File: config.mk
export PLATFORM = sky130hd
export DESIGN_NAME = tsm_queue
export DESIGN_NICKNAME = d
export VERILOG_FILES = /design/src/rtl/tsm_pkg.sv /design/src/rtl/tsm_queue.sv
export SDC_FILE = /design/constraint.sdc
export NUM_CORES = 1
export LEC_CHECK = 0
export BUFFER_PORTS_ARGS = -buffer_cell sky130_fd_sc_hd__buf_2
export CORE_UTILIZATION = 56
export DETAILED_ROUTE_END_ITERATION = 7
export PLACE_DENSITY = 0.82
export SETUP_SLACK_MARGIN = 0.2
export SLEW_MARGIN = 15
export SYNTH_ARGS = -nofsm -noshare
export SYNTH_HDL_FRONTEND = slang
export SYNTH_SLANG_ARGS = --single-unit
File: constraint.sdc
create_clock -name i_clk -period 20.8 [get_ports i_clk]
set_input_delay 1.04 -clock i_clk [delete_from_list [all_inputs] [get_ports i_clk]]
set_output_delay 1.04 -clock i_clk [all_outputs]
set_load 0.01 [all_outputs]
File: src/rtl/tsm_pkg.sv
// ----------------------------------------------------------------------------
// tsm_pkg: shared types and constants for the texture SRT matrix block
// Item and result structs, queue entry, transform model codes.
// ----------------------------------------------------------------------------
package tsm_pkg;

    localparam int DEF_SINE_TABLE_DEPTH = 1024;
    localparam int DEF_FRACTION_BITS    = 16;
    // Index field sized for the largest supported table (16384 + 1 entries)
    localparam int IDX_W                = 15;

    typedef enum logic [1:0] {
        MODEL_BASIC = 2'd0,
        MODEL_TOOL1 = 2'd1,
        MODEL_TOOL2 = 2'd2,
        MODEL_TOOL3 = 2'd3
    } t_model;

    typedef struct packed {
        logic signed [23:0] scale_s;
        logic signed [23:0] scale_t;
        logic        [15:0] angle;
        logic signed [23:0] shift_s;
        logic signed [23:0] shift_t;
    } t_item;

    typedef struct packed {
        logic signed [31:0] s_from_s;
        logic signed [31:0] s_from_t;
        logic signed [31:0] s_offset;
        logic signed [31:0] t_from_s;
        logic signed [31:0] t_from_t;
        logic signed [31:0] t_offset;
        logic               clipped;
    } t_result;

    // Classified item as it travels from front to back
    typedef struct packed {
        logic [IDX_W-1:0]   sin_idx;
        logic               sin_neg;
        logic [IDX_W-1:0]   cos_idx;
        logic               cos_neg;
        t_model             model;
        logic signed [23:0] scale_s;
        logic signed [23:0] scale_t;
        logic signed [23:0] shift_s;
        logic signed [23:0] shift_t;
    } t_task;

    // Queue status toward the front
    typedef struct packed {
        logic full;
        logic empty;
    } t_qstat;

endpackage

File: src/rtl/tsm_queue.sv
// ----------------------------------------------------------------------------
// tsm_queue: two-entry queue between front and back
// Register-based FIFO; push and pop in the same cycle are allowed.
// ----------------------------------------------------------------------------
module tsm_queue import tsm_pkg::*; (
    input  logic   i_clk,
    input  logic   i_rst_n,
    input  logic   i_push,
    input  t_task  i_task,
    input  logic   i_pop,
    output t_task  o_task,
    output t_qstat o_stat
);

    t_task      r_mem [0:1];
    logic       r_wp;
    logic       r_rp;
    logic [1:0] r_cnt;
    logic [1:0] n_cnt;

    always_comb begin
        n_cnt = r_cnt;
        if (i_push && !i_pop) begin
            n_cnt = r_cnt + 2'd1;
        end else if (!i_push && i_pop) begin
            n_cnt = r_cnt - 2'd1;
        end
    end

    always_ff @(posedge i_clk) begin
        if (!i_rst_n) begin
            r_wp  <= 1'b0;
            r_rp  <= 1'b0;
            r_cnt <= 2'd0;
        end else begin
            if (i_push) begin
                r_wp <= ~r_wp;
            end
            if (i_pop) begin
                r_rp <= ~r_rp;
            end
            r_cnt <= n_cnt;
        end
    end

    always_ff @(posedge i_clk) begin
        if (i_push) begin
            r_mem[r_wp] <= i_task;
        end
    end

    assign o_task       = r_mem[r_rp];
    assign o_stat.full  = (r_cnt == 2'd2);
    assign o_stat.empty = (r_cnt == 2'd0);

endmodule

==> out/qor.txt <==
synthesized area = 9620 µm²
die area = 17700 µm²
worst reg2reg setup slack = 18.37 ns
outcome = completed
Netlist cell types = 17
final setup fails = 0
area delta synth->final = 22.9%
max-cap viol count = 0
Setup TNS = 0 ns
CTS root buf = clkbuf_16
vias in the first global route = 5182
syn_area_per_cell = 22.6 µm²
num ports = 266
Worst-Skew Late Latency = 0.50 ns
die height = 133 µm
fin crit period = 3.81 ns
Iter 0 DRT Violations = 280
Met1 Wirelength = 6.47 mm
CTS hold repair buffers = 0
pwr dens = 95.8 nW/µm²
FP Rows = 47
largest net degree at the start of global routing = 73
Final ANT Viol Nets = 0
fin crit share = 18.3%
Fin. Hold Viols = 0
DRT Wirelength = 17.5 mm
met2 WL = 8.81 mm
Slew headroom = 33.1%
PortBufs = 265
max-slew violation count = 0
HP Class = reg -> reg
Via Count = 4911
Max Used Layer = met5
Cells after Synth = 426
RSZ-0062 raised after global routing = no
CTS buffer count = 25
core area = 16700 µm²
critical path class = reg -> out
layout cells sized above 1 = 59.6%
final worst clock skew = 0.00903 ns
clock sink total = 265
Final HPWL DP = 11.7 mm
CTS tree = yes
post-synthesis sequential area ratio = 82.2%
Lkg Pwr = 4.43 nW
clk buf depth = 3
initial antenna violation count = 1
Die Wd = 133 µm
post-cts resize count = 0
Worst EP arrival = 2.77 ns
grt total ovfl = 0
Post-CTS Setup Bufs = 0
first-pass GRT wire length = 26.9 mm
Worst Setup Start Kind = flop
Via-to-Cell Ratio = 5.21
starting density of the core = 57.6%
routed length on met3 = 1.77 mm
worst vdd rail ir drop = 0.000115 V
Syn Nets = 561
Yosys top cell by area = edfxtp_1
gpl congestion = 0.795
maximum clock frequency = 262 MHz
post-layout util = 70.8%
post-synth top area share = 81.1%
gr usage total = 19.8%
nets@finish = 843
Synth Register Bits = 265
Worst-path clk slew = 0.06 ns
antenna diode count = 0
WP data required = 19.76 ns
detailed-router iteration count before antenna repair = 4
H-tree Lvls = 1
Tightest Pin Transition = 1.00 ns
CP Capture Type = output pin
post-route DRC violation count = 0
Synth area leaders = edfxtp_1 (81%), mux2_2 (15%), buf_6 (1.2%), dfxtp_1 (1.0%), and2_1 (0.26%)
Max FO, Critical Path = 72
Avg WL per Cell = 18.6 µm
yosys warns = 0
==> placed cells by master (no fill, tap or decap) <==
cell	n
a21boi_1	1
dfxtp_4	1
dfxtp_1	4
clkbuf_16	25
and2_4	1
xnor2_1	1
nor2_1	1
and2_1	3
or3_1	1
clkbuf_1	9
mux2_2	130
ha_1	1
clkinv_2	3
clkinv_4	1
buf_2	265
inv_1	1
nor2b_4	1
o21ai_0	1
xor2_1	2
nor2b_1	2
o21a_1	1
edfxtp_1	260
buf_4	4
clkinv_1	4
==> worst max-delay path, cell delays in order (launching register included) <==
cell,delay (ns)
dfxtp_4,0.84
buf_4,0.81
mux2_2,0.43
buf_2,0.14
==> cells in the mapped netlist, drive strengths merged <==
cell type  instances
a21boi             1
and2               4
buf               14
dfxtp              5
edfxtp           260
ha                 1
inv                1
mux2             130
nor2               1
nor2b              3
o21a               1
o21ai              1
or3                1
xnor2              1
xor2               2
==> logic make-up after synthesis <==
kind of cell | synth area share (%)
AOI/OAI and AO/OA | 0.208
xor gates and xnor gates | 0.273
adders and majority gates | 0.130
buffers and inverters | 1.44
DFF | 82.2
muxes | 15.2
and+or+nand+nor | 0.559
==> worst paths after layout <==
kind / start / end / cells past startpoint
setup / recovery: flop / o_task[86] / 3
hold / removal: r_cnt[1] / r_cnt[1] / 2
setup reg to reg: r_wp / r_mem[1][46] / 2
hold reg to reg: r_cnt[1] / r_cnt[1] / 2
==> report_power, final <==
group | internal [W] | total (W) | switching [W]
clock network | 0.000220 | 0.000392 | 0.000172
logic | 0.0000546 | 0.000112 | 0.0000576
registers | 0.000618 | 0.000629 | 0.0000111
total | 0.000893 | 0.00113 | 0.000240
==> cell type report <==
| class | instances | area [µm²] |
|---|---|---|
| fill | 1021 | 4870 |
| inverter | 1 | 3.75 |
| clock inverter | 8 | 38.8 |
| sequential | 265 | 7910 |
| multi-input combinational | 146 | 1590 |
| clock buffer | 34 | 659 |
| timing repair buffer | 269 | 1360 |
| tap | 220 | 275 |
==> per-stage QoR <==
step           area [µm²]  instances  hold WS, ns  worst slack [ns]  power, W
2_1_floorplan        9620        426        0.466             13.46  0.000707
3_3_place_gp        11100        901        0.479             17.48  0.000747
3_5_place_dp        11100        901        0.505             17.45  0.000753
4_1_cts             11800        943        0.515             16.91   0.00114
5_1_grt             11800        943        0.554             16.81   0.00117
6_report            11800        943        0.518             16.99   0.00113
==> sequential cells by signal, summed over array words and instances (netlist names), named ones only <==
| register | cells |
|---|---|
| r_wp | 1 |
| r_cnt | 2 |
| r_rp | 1 |
| r_mem | 260 |
==> layer usage <==
metal  GRT usage (%)  up-vias
li1                -     2257
met5               0        -
met1            22.7     2389
met4            6.90        2
met3            7.24       39
met2            34.3      224
Power figures use the tool's default switching activity.
