==> src/rtl/tsm_pkg.sv <==
// ----------------------------------------------------------------------------
// tsm_pkg: shared types and constants for the texture SRT matrix block
// Item and result structs, queue entry, transform model codes.
// ----------------------------------------------------------------------------
package tsm_pkg;

    localparam int DEF_SINE_TABLE_DEPTH = 1024;
    localparam int DEF_FRACTION_BITS    = 16;
    // Index field sized for the largest supported table (16384 + 1 entries)
    localparam int IDX_W                = 15;

    typedef enum logic [1:0] {
        MODEL_BASIC = 2'd0,
        MODEL_TOOL1 = 2'd1,
        MODEL_TOOL2 = 2'd2,
        MODEL_TOOL3 = 2'd3
    } t_model;

    typedef struct packed {
        logic signed [23:0] scale_s;
        logic signed [23:0] scale_t;
        logic        [15:0] angle;
        logic signed [23:0] shift_s;
        logic signed [23:0] shift_t;
    } t_item;

    typedef struct packed {
        logic signed [31:0] s_from_s;
        logic signed [31:0] s_from_t;
        logic signed [31:0] s_offset;
        logic signed [31:0] t_from_s;
        logic signed [31:0] t_from_t;
        logic signed [31:0] t_offset;
        logic               clipped;
    } t_result;

    // Classified item as it travels from front to back
    typedef struct packed {
        logic [IDX_W-1:0]   sin_idx;
        logic               sin_neg;
        logic [IDX_W-1:0]   cos_idx;
        logic               cos_neg;
        t_model             model;
        logic signed [23:0] scale_s;
        logic signed [23:0] scale_t;
        logic signed [23:0] shift_s;
        logic signed [23:0] shift_t;
    } t_task;

    // Queue status toward the front
    typedef struct packed {
        logic full;
        logic empty;
    } t_qstat;

endpackage

==> src/rtl/tsm_front.sv <==
// ----------------------------------------------------------------------------
// tsm_front: item classification
// Splits the angle into quadrant and phase for sine and cosine and forms
// the quarter-wave table indexes and signs.
// ----------------------------------------------------------------------------
module tsm_front import tsm_pkg::*; #(
    parameter int SINE_TABLE_DEPTH = DEF_SINE_TABLE_DEPTH
) (
    input  t_item  i_item,
    input  t_model i_model,
    output t_task  o_task
);

    localparam int IW = $clog2(SINE_TABLE_DEPTH + 1);

    logic [15:0] w_cos_ang;
    logic [14:0] w_u_s;
    logic [14:0] w_u_c;
    logic [29:0] w_raw_s;
    logic [29:0] w_raw_c;
    logic [15:0] w_i_s;
    logic [15:0] w_i_c;

    // u in [0,16384]; index = (u*DEPTH + 8192) >> 14, clamped to DEPTH
    always_comb begin
        w_cos_ang = i_item.angle + 16'd16384;
        w_u_s = i_item.angle[14] ? 15'(15'd16384 - {1'b0, i_item.angle[13:0]})
                                 : {1'b0, i_item.angle[13:0]};
        w_u_c = w_cos_ang[14] ? 15'(15'd16384 - {1'b0, w_cos_ang[13:0]})
                              : {1'b0, w_cos_ang[13:0]};
        w_raw_s = 30'(w_u_s) * 30'(SINE_TABLE_DEPTH) + 30'd8192;
        w_raw_c = 30'(w_u_c) * 30'(SINE_TABLE_DEPTH) + 30'd8192;
        w_i_s = w_raw_s[29:14];
        w_i_c = w_raw_c[29:14];
        if (w_i_s > 16'(SINE_TABLE_DEPTH)) begin
            w_i_s = 16'(SINE_TABLE_DEPTH);
        end
        if (w_i_c > 16'(SINE_TABLE_DEPTH)) begin
            w_i_c = 16'(SINE_TABLE_DEPTH);
        end

        o_task.sin_idx = IDX_W'(w_i_s[IW-1:0]);
        o_task.sin_neg = i_item.angle[15];
        o_task.cos_idx = IDX_W'(w_i_c[IW-1:0]);
        o_task.cos_neg = w_cos_ang[15];
        o_task.model   = i_model;
        o_task.scale_s = i_item.scale_s;
        o_task.scale_t = i_item.scale_t;
        o_task.shift_s = i_item.shift_s;
        o_task.shift_t = i_item.shift_t;
    end

endmodule

==> config.mk <==
export PLATFORM = sky130hd
export DESIGN_NAME = tsm_front
export DESIGN_NICKNAME = d
export VERILOG_FILES = /design/src/rtl/tsm_pkg.sv /design/src/rtl/tsm_front.sv
export SDC_FILE = /design/constraint.sdc
export NUM_CORES = 1
export LEC_CHECK = 0
export BUFFER_PORTS_ARGS = -buffer_cell sky130_fd_sc_hd__buf_2
export CORE_AREA = 3 3 93 95
export DETAILED_ROUTE_END_ITERATION = 10
export DIE_AREA = 0 0 96 98
export GPL_TIMING_DRIVEN = 0
export PLACE_DENSITY = 0.66
export SETUP_SLACK_MARGIN = 0.15
export SLEW_MARGIN = 40
export SYNTH_ARGS = -nofsm -noshare
export SYNTH_HDL_FRONTEND = slang
export SYNTH_SLANG_ARGS = --single-unit
export TNS_END_PERCENT = 50
==> constraint.sdc <==
create_clock -name vclk -period 6.9
set_input_delay 0 -clock vclk [all_inputs]
set_output_delay 0 -clock vclk [all_outputs]
set_load 0.05 [all_outputs]
==> impl_metrics.py <==
metrics = {
    "die": {
        "die-height_um": 98,
        "die_width_um": 96,
        "coreArea_mm2": 0.007807,
        "floorplan.initialDensity_pct": 26.84,
        "io-pin-count": 244,
        "die_area_mm2": 0.009408,
        "core.rowCount": 32,
    },
    "synthesis": {
        "synth_area_per_cell_um2": 6.871,
        "yosys_warnings": 0,
        "post_synth_instance_area_mm2": 0.002096,
        "synth.yosys.seq_area_share_pct": 0,
        "synth.lib_cells_used.distinct": 56,
        "postSynthCellCount": 305,
    },
    "final_layout": {
        "postLayoutCellArea_mm2": 0.002934,
        "final_nets": 565,
        "fraction_of_layout_instances_using_a_drive_strength_above_1_pct": 58.84,
        "antenna_cells": 0,
        "nFlopsAndLatches": 0,
        "filler_cell_count": 841,
        "layout.area.seq_um2": 0,
        "postLayoutCoreUtil_pct": 37.58,
        "final.clkbuf_count": 0,
        "layout-area-overhead-vs-synth_pct": 40.00,
    },
    "clocking": {
        "post_cts_resize_count": 0,
        "cts_post_setup_buffers_inserted": 0,
        "ctsHoldBuffers": 0,
    },
    "drt": {
        "first_pass_iters": 4,
        "postRouteAntennaNets": 0,
        "topRoutingLayerUsed": "met3",
        "detailed_route_wirelength_on_metal2_um": 3371,
        "drt_iter0_markers": 140,
        "post-route-drc-count": 0,
        "count_of_vias_placed_by_the_detailed_router": 2389,
        "wl_per_cell_um": 12.33,
        "via_to_cell_ratio": 4.352,
        "wl_met1_um": 2843,
        "detail_route.wirelength_um": 6771,
        "met3_length_um": 557,
    },
    "critical_path": {
        "critPathArrivalTime_ns": 3.96,
        "endpoint_kind": "primary output",
        "path_class": "primary input to primary output",
        "cp-endpoint": "o_task[115]",
        "worst-endpoint-required_ns": 6.90,
        "crit_fanout": 10,
        "crit_path_start": "i_item[62]",
        "cp-start-kind": "primary input",
    },
    "sta": {
        "timing.final.crit_share_pct": 57.38,
        "rsz_0062_raised_after_global_routing": "no",
        "worst_pin_slew_ns": 0.6494,
        "final_hold_viol_count": 0,
        "fin_ws_ns": 2.941,
        "hold_slack_ns": 0.3015,
        "final_critical_path_time_including_i_o_delays_and_setup_ns": 3.959,
        "slew_viol_final": 0,
        "report.final.setup_viol": 0,
        "fin_tns_setup_ns": 0,
        "fmax_ghz": 0.2526,
        "slew_headroom_pct": 56.31,
    },
    "run_status": {
        "outcome": "finished, final reports clean",
    },
    "placement": {
        "last_weighted_congestion_value_of_the_routability_driven_placer": 0.8832,
        "pre_cts_ws_ns": 2.896,
        "place.detailed.hpwl_um": 5984,
        "dpl_cell_area_mm2": 0.002925,
        "port-buffer-count": 135,
    },
    "power": {
        "vdd_ir_drop_max_uv": 50.97,
        "p_per_area_mw_per_mm2": 120.5,
        "power_leakage_nw": 1.532,
    },
    "grt": {
        "grt_antenna_before_repair": 0,
        "largest_net_degree_at_the_start_of_global_routing": 11,
        "grt-ovfl-total": 0,
        "grt_pass1_vias": 2186,
        "grt_pass1_wl_um": 10290,
        "grt.total_usage_pct": 12.85,
    },
    "flow_run": {
        "max_cap_violations": 0,
    },
    "hold_path": {
        "hp-class": "primary input to primary output",
    },
}
## worst max-delay path, stage by stage
cell and delay, ns:
sky130_fd_sc_hd__buf_2 0.11, sky130_fd_sc_hd__clkbuf_1 0.36, sky130_fd_sc_hd__clkbuf_1 0.38, sky130_fd_sc_hd__clkbuf_1 0.47
sky130_fd_sc_hd__clkbuf_1 0.49, sky130_fd_sc_hd__nand2_1 0.14, sky130_fd_sc_hd__xnor2_1 0.18, sky130_fd_sc_hd__ha_1 0.16
sky130_fd_sc_hd__clkbuf_1 0.35, sky130_fd_sc_hd__a31oi_1 0.08, sky130_fd_sc_hd__o31ai_1 0.32, sky130_fd_sc_hd__and3_1 0.23
sky130_fd_sc_hd__o211a_1 0.16, sky130_fd_sc_hd__a41oi_2 0.13, sky130_fd_sc_hd__nor2b_1 0.12, sky130_fd_sc_hd__buf_2 0.27
## synthesized netlist by cell type (6+ instances only)
master / instances / area [um2]
sky130_fd_sc_hd__a21oi_1: 13 / 65.06
sky130_fd_sc_hd__nor3_1: 6 / 30.03
sky130_fd_sc_hd__inv_1: 9 / 33.78
sky130_fd_sc_hd__nor2_1: 26 / 97.59
sky130_fd_sc_hd__xor2_1: 6 / 52.55
sky130_fd_sc_hd__buf_4: 107 / 803.3
sky130_fd_sc_hd__xnor2_1: 15 / 131.4
sky130_fd_sc_hd__nand2_1: 15 / 56.30
sky130_fd_sc_hd__o21ai_0: 7 / 35.03
sky130_fd_sc_hd__clkbuf_1: 10 / 37.54
sky130_fd_sc_hd__nand3_1: 7 / 35.03
## worst min-delay path by stage
stage	start	end	slack, ns	cells past startpoint
after global placement	i_item[23]	o_task[23]	0.30	2
after floorplan	i_item[0]	o_task[0]	0.17	1
after CTS	i_item[28]	o_task[28]	0.30	2
final	i_item[26]	o_task[26]	0.30	2
after global routing	i_item[13]	o_task[13]	0.31	2
after detailed placement	i_item[28]	o_task[28]	0.30	2
## where the power goes
group / switching [W] / total (W) / internal (W)
combinational: 0.000252 / 0.000354 / 0.000102
clock: 0 / 0 / 0
sequential: 0 / 0 / 0
total: 0.000252 / 0.000354 / 0.000102
## logic make-up (layout without fill, tap and decap cells)
family | after synthesis | after routing | share of synthesized area [%]
buffers and inverters | 133 | 268 | 43.52
AOI/OAI and AO/OA | 53 | 53 | 19.05
xor gates and xnor gates | 22 | 22 | 9.553
other | 1 | 8 | 0.1789
and+or+nand+nor | 94 | 94 | 26.51
adders and majority gates | 2 | 2 | 1.194
## through the flow
step / std cells / total power, W
after floorplan: 312 / 0.0002904
after global placement: 549 / 0.0003530
after detailed placement: 549 / 0.0003545
after CTS: 549 / 0.0003550
after global routing: 549 / 0.0003737
final: 549 / 0.0003535
## metal layers
layer  global-route usage, %  vias up
met4                  0.2188        0
li1                        -     1223
met2                   22.84      132
met3                  0.5393        0
met5                       0        -
met1                   17.97     1034
## cell type report
cell class	count	area [um2]	area share, %
well taps	102	127.6	4.350
repair buffers	135	675.6	23.03
multi-input cells	179	1219	41.54
plain buffers	124	878.3	29.94
inverters	9	33.78	1.151
## cell usage in the layout, fill, tap and decap left out, types with 6 or more instances in the layout
cell type,instances
sky130_fd_sc_hd__a21oi_1,13
sky130_fd_sc_hd__buf_2,138
sky130_fd_sc_hd__buf_4,107
sky130_fd_sc_hd__clkbuf_1,10
sky130_fd_sc_hd__conb_1,8
sky130_fd_sc_hd__inv_1,9
sky130_fd_sc_hd__nand2_1,15
sky130_fd_sc_hd__nand3_1,7
sky130_fd_sc_hd__nor2_1,26
sky130_fd_sc_hd__nor3_1,6
sky130_fd_sc_hd__o21ai_0,7
sky130_fd_sc_hd__xnor2_1,15
sky130_fd_sc_hd__xor2_1,6
Power figures use the tool's default switching activity.
